File: src/kpm_pkg.sv
// Shared constants, types and the mode page decoder for the knob pickup block.
package kpm_pkg;

   localparam int NUM_KNOBS      = 8;
   localparam int NUM_MODES      = 8;
   localparam int ADC_FULL_SCALE = 4095;

   localparam int KNOB_W = 3;
   localparam int PAGE_W = 3;
   localparam int VAL_W  = 12;
   localparam int CSR_ADDR_W = 1;
   localparam int CSR_DATA_W = 12;

   // Width of one mode band; never zero.
   localparam int BAND = (ADC_FULL_SCALE / NUM_MODES == 0) ? 1 : ADC_FULL_SCALE / NUM_MODES;

   localparam logic [CSR_ADDR_W-1:0] CSR_THRESHOLD = 1'd0;
   localparam logic [CSR_ADDR_W-1:0] CSR_MODE_KNOB = 1'd1;

   // One memory entry per knob.
   typedef struct packed {
      logic [VAL_W-1:0] reference;
      logic [VAL_W-1:0] latest;
   } kpm_entry_type;

   localparam int ENTRY_W = $bits(kpm_entry_type);

   // Band index of a mode knob value, clamped to the top mode. Each band
   // boundary is an independent constant compare; the page is their count.
   function automatic logic [PAGE_W-1:0] mode_page(input logic [VAL_W-1:0] v);
      int cnt;
      cnt = 0;
      for (int k = 1; k < NUM_MODES; k++) begin
         if (32'(v) >= 32'(k * BAND)) begin
            cnt = cnt + 1;
         end
      end
      return PAGE_W'(cnt);
   endfunction

endpackage

File: src/kpm_ram.sv
// Generic single-port-write, single-port-read RAM with a registered read.
module kpm_ram #(
   parameter int WIDTH = 8,
   parameter int DEPTH = 8
) (
   input  logic                     clock,
   input  logic                     wr_en,
   input  logic [$clog2(DEPTH)-1:0] wr_addr,
   input  logic [WIDTH-1:0]         wr_data,
   input  logic                     rd_en,
   input  logic [$clog2(DEPTH)-1:0] rd_addr,
   output logic [WIDTH-1:0]         rd_data
);

   logic [WIDTH-1:0] mem_ff [DEPTH];
   logic [WIDTH-1:0] rd_data_ff;

   // Write port and registered read port; read data holds between reads.
   always_ff @(posedge clock) begin
      if (wr_en) begin
         mem_ff[wr_addr] <= wr_data;
      end
      if (rd_en) begin
         rd_data_ff <= mem_ff[rd_addr];
      end
   end

   assign rd_data = rd_data_ff;

endmodule

File: src/knob_pickup_with_mode_pages_core.sv
// Knob soft-takeover with mode pages: per-knob state in a RAM, sequenced updates.
// A sample without the scan mark is accepted, then its knob entry is written back.
// A scan-marked sample then reads the mode knob entry and checks its page. When the
// page changes, every knob entry is read and written back; otherwise each eligible
// knob is read and emitted in turn through the single read port of the knob RAM.
// Reset is synchronous; it clears entry valid bits so unwritten knobs read as zero.
module knob_pickup_with_mode_pages_core (
   input  logic                             clock,
   input  logic                             reset,
   // Input channel. tdata: knob_index[2:0], sample[14:3], zero fill.
   input  logic                             req_tvalid,
   output logic                             req_tready,
   input  logic [15:0]                      req_tdata,
   input  logic                             req_tlast,
   // Result channel. tdata: out_knob[2:0], page[5:3], level[17:6], zero fill.
   output logic                             rsp_tvalid,
   input  logic                             rsp_tready,
   output logic [23:0]                      rsp_tdata,
   output logic                             rsp_tlast,
   // Configuration writes.
   input  logic                             csr_we,
   input  logic [kpm_pkg::CSR_ADDR_W-1:0]   csr_addr,
   input  logic [kpm_pkg::CSR_DATA_W-1:0]   csr_wdata
);
   import kpm_pkg::*;

   typedef enum logic [2:0] {
      S_IDLE,
      S_UPDATE,
      S_MODE_RD,
      S_MODE_CHK,
      S_COPY_RD,
      S_COPY_WR,
      S_EMIT_RD,
      S_EMIT
   } state_type;

   state_type               state_ff, state_in;
   logic [KNOB_W-1:0]       knob_ff, knob_in;
   logic [VAL_W-1:0]        sample_ff, sample_in;
   logic                    eos_ff, eos_in;
   logic [KNOB_W-1:0]       cursor_ff, cursor_in;
   logic [NUM_KNOBS-1:0]    flag_ff, flag_in;
   logic [NUM_KNOBS-1:0]    valid_ff, valid_in;
   logic                    rd_valid_ff, rd_valid_in;
   logic [PAGE_W-1:0]       page_ff, page_in;
   logic [VAL_W-1:0]        thresh_ff, thresh_in;
   logic [KNOB_W-1:0]       mode_knob_ff, mode_knob_in;
   logic                    rsp_valid_ff, rsp_valid_in;
   logic [KNOB_W-1:0]       rsp_knob_ff, rsp_knob_in;
   logic [PAGE_W-1:0]       rsp_page_ff, rsp_page_in;
   logic [VAL_W-1:0]        rsp_level_ff, rsp_level_in;
   logic                    rsp_last_ff, rsp_last_in;

   logic                    ram_wr_en, ram_rd_en;
   logic [KNOB_W-1:0]       ram_wr_addr, ram_rd_addr;
   kpm_entry_type           ram_wr_data, ram_rd_data, rd_entry;

   logic [NUM_KNOBS-1:0]    elig;
   logic [NUM_KNOBS-1:0]    above_mask;
   logic [VAL_W-1:0]        diff;
   logic                    picked;
   logic [PAGE_W-1:0]       new_page;
   logic                    out_free;

   kpm_ram #(
      .WIDTH(ENTRY_W),
      .DEPTH(NUM_KNOBS)
   ) u_knob_ram (
      .clock  (clock),
      .wr_en  (ram_wr_en),
      .wr_addr(ram_wr_addr),
      .wr_data(ram_wr_data),
      .rd_en  (ram_rd_en),
      .rd_addr(ram_rd_addr),
      .rd_data(ram_rd_data)
   );

   // An entry never written reads as all zeros.
   assign rd_entry = rd_valid_ff ? ram_rd_data : kpm_entry_type'('0);

   // Knobs that report this scan: picked up and not the mode knob.
   always_comb begin
      for (int i = 0; i < NUM_KNOBS; i++) begin
         elig[i]       = flag_ff[i] && (KNOB_W'(i) != mode_knob_ff);
         above_mask[i] = KNOB_W'(i) > cursor_ff;
      end
   end

   // Pickup test against the stored reference.
   assign diff     = (sample_ff > rd_entry.reference) ? sample_ff - rd_entry.reference
                                                      : rd_entry.reference - sample_ff;
   assign picked   = diff > thresh_ff;
   assign new_page = mode_page(rd_entry.latest);
   assign out_free = !rsp_valid_ff || rsp_tready;

   // Sequencer: memory read, modify and write back of knob entries, plus result emission.
   always_comb begin
      state_in     = state_ff;
      knob_in      = knob_ff;
      sample_in    = sample_ff;
      eos_in       = eos_ff;
      cursor_in    = cursor_ff;
      flag_in      = flag_ff;
      valid_in     = valid_ff;
      rd_valid_in  = rd_valid_ff;
      page_in      = page_ff;
      thresh_in    = thresh_ff;
      mode_knob_in = mode_knob_ff;
      rsp_valid_in = rsp_valid_ff && !rsp_tready;
      rsp_knob_in  = rsp_knob_ff;
      rsp_page_in  = rsp_page_ff;
      rsp_level_in = rsp_level_ff;
      rsp_last_in  = rsp_last_ff;
      ram_wr_en    = 1'b0;
      ram_wr_addr  = knob_ff;
      ram_wr_data  = '{reference: sample_ff, latest: sample_ff};
      ram_rd_en    = 1'b0;
      ram_rd_addr  = cursor_ff;

      if (csr_we) begin
         unique case (csr_addr)
            CSR_THRESHOLD: thresh_in    = csr_wdata;
            CSR_MODE_KNOB: mode_knob_in = csr_wdata[KNOB_W-1:0];
            default: ;
         endcase
      end

      unique case (state_ff)
         S_IDLE: begin
            if (req_tvalid) begin
               knob_in     = req_tdata[KNOB_W-1:0];
               sample_in   = req_tdata[KNOB_W+VAL_W-1:KNOB_W];
               eos_in      = req_tlast;
               ram_rd_en   = 1'b1;
               ram_rd_addr = req_tdata[KNOB_W-1:0];
               rd_valid_in = valid_ff[req_tdata[KNOB_W-1:0]];
               state_in    = S_UPDATE;
            end
         end
         S_UPDATE: begin
            ram_wr_en   = 1'b1;
            ram_wr_data = '{reference: picked ? sample_ff : rd_entry.reference,
                            latest: sample_ff};
            valid_in[knob_ff] = 1'b1;
            if (picked) begin
               flag_in[knob_ff] = 1'b1;
            end
            state_in = eos_ff ? S_MODE_RD : S_IDLE;
         end
         S_MODE_RD: begin
            ram_rd_en   = 1'b1;
            ram_rd_addr = mode_knob_ff;
            rd_valid_in = valid_ff[mode_knob_ff];
            state_in    = S_MODE_CHK;
         end
         S_MODE_CHK: begin
            cursor_in = '0;
            if (new_page != page_ff) begin
               page_in  = new_page;
               flag_in  = '0;
               state_in = S_COPY_RD;
            end else if (elig != '0) begin
               state_in = S_EMIT_RD;
            end else begin
               state_in = S_IDLE;
            end
         end
         S_COPY_RD: begin
            ram_rd_en   = 1'b1;
            rd_valid_in = valid_ff[cursor_ff];
            state_in    = S_COPY_WR;
         end
         S_COPY_WR: begin
            // Reference takes the latest value; flags were cleared on entry.
            ram_wr_en   = 1'b1;
            ram_wr_addr = cursor_ff;
            ram_wr_data = '{reference: rd_entry.latest, latest: rd_entry.latest};
            valid_in[cursor_ff] = 1'b1;
            cursor_in = cursor_ff + 1'b1;
            state_in  = (cursor_ff == KNOB_W'(NUM_KNOBS - 1)) ? S_IDLE : S_COPY_RD;
         end
         S_EMIT_RD: begin
            if (elig[cursor_ff]) begin
               ram_rd_en   = 1'b1;
               rd_valid_in = valid_ff[cursor_ff];
               state_in    = S_EMIT;
            end else begin
               cursor_in = cursor_ff + 1'b1;
            end
         end
         S_EMIT: begin
            // Hold the read data until the output register is free.
            if (out_free) begin
               rsp_valid_in = 1'b1;
               rsp_knob_in  = cursor_ff;
               rsp_page_in  = page_ff;
               rsp_level_in = rd_entry.latest;
               rsp_last_in  = (elig & above_mask) == '0;
               cursor_in    = cursor_ff + 1'b1;
               state_in     = ((elig & above_mask) == '0) ? S_IDLE : S_EMIT_RD;
            end
         end
         default: state_in = S_IDLE;
      endcase
   end

   // State and registered outputs.
   always_ff @(posedge clock) begin
      if (reset) begin
         state_ff     <= S_IDLE;
         cursor_ff    <= '0;
         flag_ff      <= '0;
         valid_ff     <= '0;
         rd_valid_ff  <= 1'b0;
         page_ff      <= '0;
         thresh_ff    <= VAL_W'(32);
         mode_knob_ff <= '0;
         rsp_valid_ff <= 1'b0;
      end else begin
         state_ff     <= state_in;
         cursor_ff    <= cursor_in;
         flag_ff      <= flag_in;
         valid_ff     <= valid_in;
         rd_valid_ff  <= rd_valid_in;
         page_ff      <= page_in;
         thresh_ff    <= thresh_in;
         mode_knob_ff <= mode_knob_in;
         rsp_valid_ff <= rsp_valid_in;
      end
      knob_ff      <= knob_in;
      sample_ff    <= sample_in;
      eos_ff       <= eos_in;
      rsp_knob_ff  <= rsp_knob_in;
      rsp_page_ff  <= rsp_page_in;
      rsp_level_ff <= rsp_level_in;
      rsp_last_ff  <= rsp_last_in;
   end

   assign req_tready = (state_ff == S_IDLE);
   assign rsp_tvalid = rsp_valid_ff;
   assign rsp_tdata  = {6'b0, rsp_level_ff, rsp_page_ff, rsp_knob_ff};
   assign rsp_tlast  = rsp_last_ff;

   // A page change always starts from cleared pickup flags.
   assert property (@(posedge clock) disable iff (reset)
      !$stable(page_ff) |-> (flag_ff == '0))
      else $error("page changed while pickup flags remained set");

   // A stalled result is never overwritten by the sequencer.
   assert property (@(posedge clock) disable iff (reset)
      (state_ff == S_EMIT && rsp_valid_ff && !rsp_tready) |=> (state_ff == S_EMIT))
      else $error("sequencer left emit while output register was full");

   // Only picked-up knobs are fetched for output.
   assert property (@(posedge clock) disable iff (reset)
      (state_ff == S_EMIT) |-> flag_ff[cursor_ff])
      else $error("emitting a knob that is not picked up");

   // The copy sweep leaves every entry written.
   assert property (@(posedge clock) disable iff (reset)
      ($past(state_ff) == S_COPY_WR && state_ff == S_IDLE) |-> (valid_ff == '1))
      else $error("copy sweep finished with unwritten entries");

endmodule

File: config.mk
export PLATFORM = sky130hd
export DESIGN_NAME = knob_pickup_with_mode_pages_core
export DESIGN_NICKNAME = d
export VERILOG_FILES = /design/src/kpm_pkg.sv /design/src/kpm_ram.sv /design/src/knob_pickup_with_mode_pages_core.sv
export SDC_FILE = /design/constraint.sdc
export NUM_CORES = 1
export LEC_CHECK = 0
export BUFFER_PORTS_ARGS = -buffer_cell sky130_fd_sc_hd__buf_2
export CAP_MARGIN = 20
export CORE_MARGIN = 2
export CORE_UTILIZATION = 25
export DETAILED_ROUTE_END_ITERATION = 10
export GPL_TIMING_DRIVEN = 0
export PLACE_DENSITY = 0.51
export SETUP_SLACK_MARGIN = 0.5
export SKIP_LAST_GASP = 1
export SYNTH_ARGS = -nofsm -noshare
export SYNTH_HDL_FRONTEND = slang
export SYNTH_SLANG_ARGS = --single-unit
File: constraint.sdc
create_clock -name clock -period 16.5 [get_ports clock]
set_clock_uncertainty 0.05 [all_clocks]
set_input_delay 0.825 -clock clock [delete_from_list [all_inputs] [get_ports clock]]
set_output_delay 0.825 -clock clock [all_outputs]
set_load 0.05 [all_outputs]
==> results.txt <==
Max Cap Viol: 0
DR WL/cell: 19.6 um
Die Y: 241 um
Die Width: 241 um
Hold Vio Cnt, Final: 0
Min cycle time layout: 7.57 ns
Initial Util: 25.4%
Area leader, netlist: edfxtp_1
Post-synth top flop: edfxtp_1
CP Data Required Time: 16.64 ns
Post-synthesis cell type count: 76
Crit path kind: reg2reg
Dominant cells by area after synthesis: edfxtp_1, mux4_2, dfxtp_1
Initial antenna violation count: 0
Worst-Margin Slew: 1.08 ns
Buffers inserted by post-CTS timing repair: 0
Final period utilization: 45.9%
Worst min path class: reg2reg
Global route overflow: 0
Status: completed
Clk Latency, worst-skew pair: 0.54 ns
Synth Register Bits: 293
I/O pin cnt: 62
DRC errors left: 0
CP max FO: 10
Root buffer cell: clkbuf_16
Synth top area share: 53.7%
CORE AREA: 0.0553 sq mm
Yosys warns: 0
GRT Overall Usage: 13.2%
Antenna-violating nets left: 0
Max-slew headroom: 27.1%
Register area: 0.00838 sq mm
PwrDens: 119 mW/mm^2
CTS Buf Count: 34
VDD IR max: 63.4 uV
Setup TNS: 0 ns
H-tree depth: 2
PortBufs: 53
Routed vias: 9102
Synth async-reset ratio: 0%
Synth-to-layout area growth: 18.9%
Cts hold-fix bufs: 0
Mapped Area: 0.0140 sq mm
Non-filler cells, final: 1929
CP arrival: 7.71 ns
Worst Setup SP: rd_valid_ff
Post-synth EDFFs: 251
Vias per cell: 4.72
Setup crit end kind: flop
Clock-pin slew of the registers on the worst-case setup and hold paths: 0.06 ns
Clk buf depth: 3
Vias in the first global route: 9164
Final Setup Violations: 0
Routed WL: 37900 um
Placer Congestion: 0.865
1st-iter DRT viols: 719
Fillers: 5616
Unrepaired setup endpoints after global routing: false
Worst Setup Start Kind: flop
Largest net degree at the start of global routing: 23
Synth Instances: 1048
PostCTS Resize Cnt: 0
Ant diodes: 0
Die ar.: 0.0580 sq mm
Net count, final: 1245
Layout cells sized above 1: 19.9%
Hold_sp: thresh_ff[9]
Number of cell rows: 86
Post-Place Cells: 1869
Max-slew violations: 0
First-pass iteration count of the detailed router: 5
Sink Count: 293
Multi-input logic area: 0.00524 sq mm
Lkg Pwr: 5.81 nW
F_max: 132 MHz
CTS tree: done
Post-DP HPWL: 26800 um
Most common cell after layout, fill and taps aside: edfxtp_1
Worst r2r src: rd_valid_ff
First-pass GRT wire length: 57100 um
Register area share after synthesis: 59.7%
Most frequent cells in the layout: edfxtp_1, nand2_1, inv_1
Synth Area per Inst: 13.4 sq um
synth_stat cells (3+ instances only):
library cell	count
nor4_1	3
o2111ai_1	4
o211ai_1	6
a22o_1	4
o21ai_0	47
a32oi_1	4
mux4_2	52
nor2_1	59
or2_2	3
edfxtp_1	251
buf_2	8
and2_1	13
nand2_1	94
a21o_1	13
nor3_1	11
a31oi_1	4
o21a_1	7
nand2b_1	7
mux2i_1	20
nand3b_1	9
a22oi_1	17
o32a_1	3
nor2b_1	11
o21bai_1	4
clkbuf_1	38
a211oi_1	4
mux2_2	28
inv_1	65
buf_4	7
ha_1	47
o221ai_1	7
nand3_1	18
a21oi_1	51
buf_1	5
xnor2_1	14
dfxtp_1	42
xor2_1	7
nand4_1	12
layer usage:
layer / GRT usage [%] / vias up / wire [um]
met2: 20.8 / 231 / 17200
li1: - / 4174 / -
met5: 0 / - / 0
met3: 2.62 / 47 / 2200
met1: 18.5 / 4650 / 17800
met4: 3.57 / 0 / 716
worst max-delay path: stages (launching register included):
cell and delay, ns:
dfxtp_1 0.44, buf_4 0.23, clkbuf_1 0.47, nand2_1 0.15, inv_1 0.11, ha_1 0.18
inv_1 0.07, fa_1 0.40, a21o_1 0.19, a31o_2 0.27, a21oi_1 0.21, o21ai_0 0.16
a21o_1 0.17, clkbuf_1 0.18, mux2i_1 0.42, o21ai_1 0.15, xor2_1 0.18, ha_1 0.30
a21o_1 0.10, a21o_1 0.10, a21oi_1 0.07, or2_2 0.27, a31oi_1 0.75, clkbuf_1 0.53
a22oi_1 0.17, o21ai_0 0.87
layout make-up:
| class | instances | share of cell area (%) |
|---|---|---|
| Clock inverter | 13 | 0.795 |
| Sequential cell | 293 | 50.2 |
| Timing Repair Buffer | 72 | 3.53 |
| Buffer | 59 | 1.55 |
| Tap cell | 748 | 5.61 |
| Clock buffer | 43 | 5.42 |
| Inverter | 65 | 1.46 |
| Multi-Input combinational cell | 636 | 31.4 |
state kept, by name (all words and copies together) (netlist names), 3 cells and up:
name                cells
rsp_knob_ff             3
rsp_level_ff           12
sample_ff              12
mode_knob_ff            3
rsp_page_ff             3
state_ff                3
thresh_ff              12
cursor_ff               3
knob_ff                 3
u_knob_ram.rd_data     24
valid_ff                8
flag_ff                 8
u_knob_ram.mem_ff     192
page_ff                 3
stage by stage:
step	power (mW)	area, sq um	hold WS [ns]	util [%]	setup slack (ns)
3_3_place_gp	1.26	15200	0.396	27.6	9.11
6_report	1.98	16700	0.408	30.2	8.93
4_1_cts	2.00	16700	0.389	30.1	9.01
2_1_floorplan	1.15	14000	0.382	-	11.11
3_5_place_dp	1.28	15600	0.398	28.2	9.01
5_1_grt	2.06	16700	0.399	30.2	8.48
worst paths after layout:
| check | endpoint | slack (ns) | cells past startpoint |
|---|---|---|---|
| worst max-delay path | u_knob_ram.mem_ff[7][20] | 8.93 | 25 |
| worst min-delay path | thresh_ff[9] | 0.41 | 2 |
| worst max register to register | u_knob_ram.mem_ff[7][20] | 8.93 | 25 |
| worst min register to register | thresh_ff[9] | 0.41 | 2 |
cell families (layout without fill, tap and decap cells):
group / Yosys count / count (layout) / synth area share (%)
adder cells (fa/ha/maj): 49 / 49 / 4.48
other: 1 / 6 / 0.0267
XOR/XNOR: 24 / 24 / 1.84
AO/OA/AOI/OAI: 201 / 201 / 9.59
flip-flops: 293 / 293 / 59.7
buffers and inverters: 124 / 252 / 3.59
multiplexers: 100 / 100 / 12.0
AND/OR/NAND/NOR: 256 / 256 / 8.72
power by group:
| part | switching, mW | leakage [nW] | internal (mW) | total [mW] |
|---|---|---|---|---|
| registers | 0.0231 | 2.64 | 0.873 | 0.896 |
| clock network | 0.305 | 0.499 | 0.407 | 0.712 |
| logic | 0.224 | 2.67 | 0.148 | 0.372 |
No activity file was read; power rests on OpenSTA's default activity.
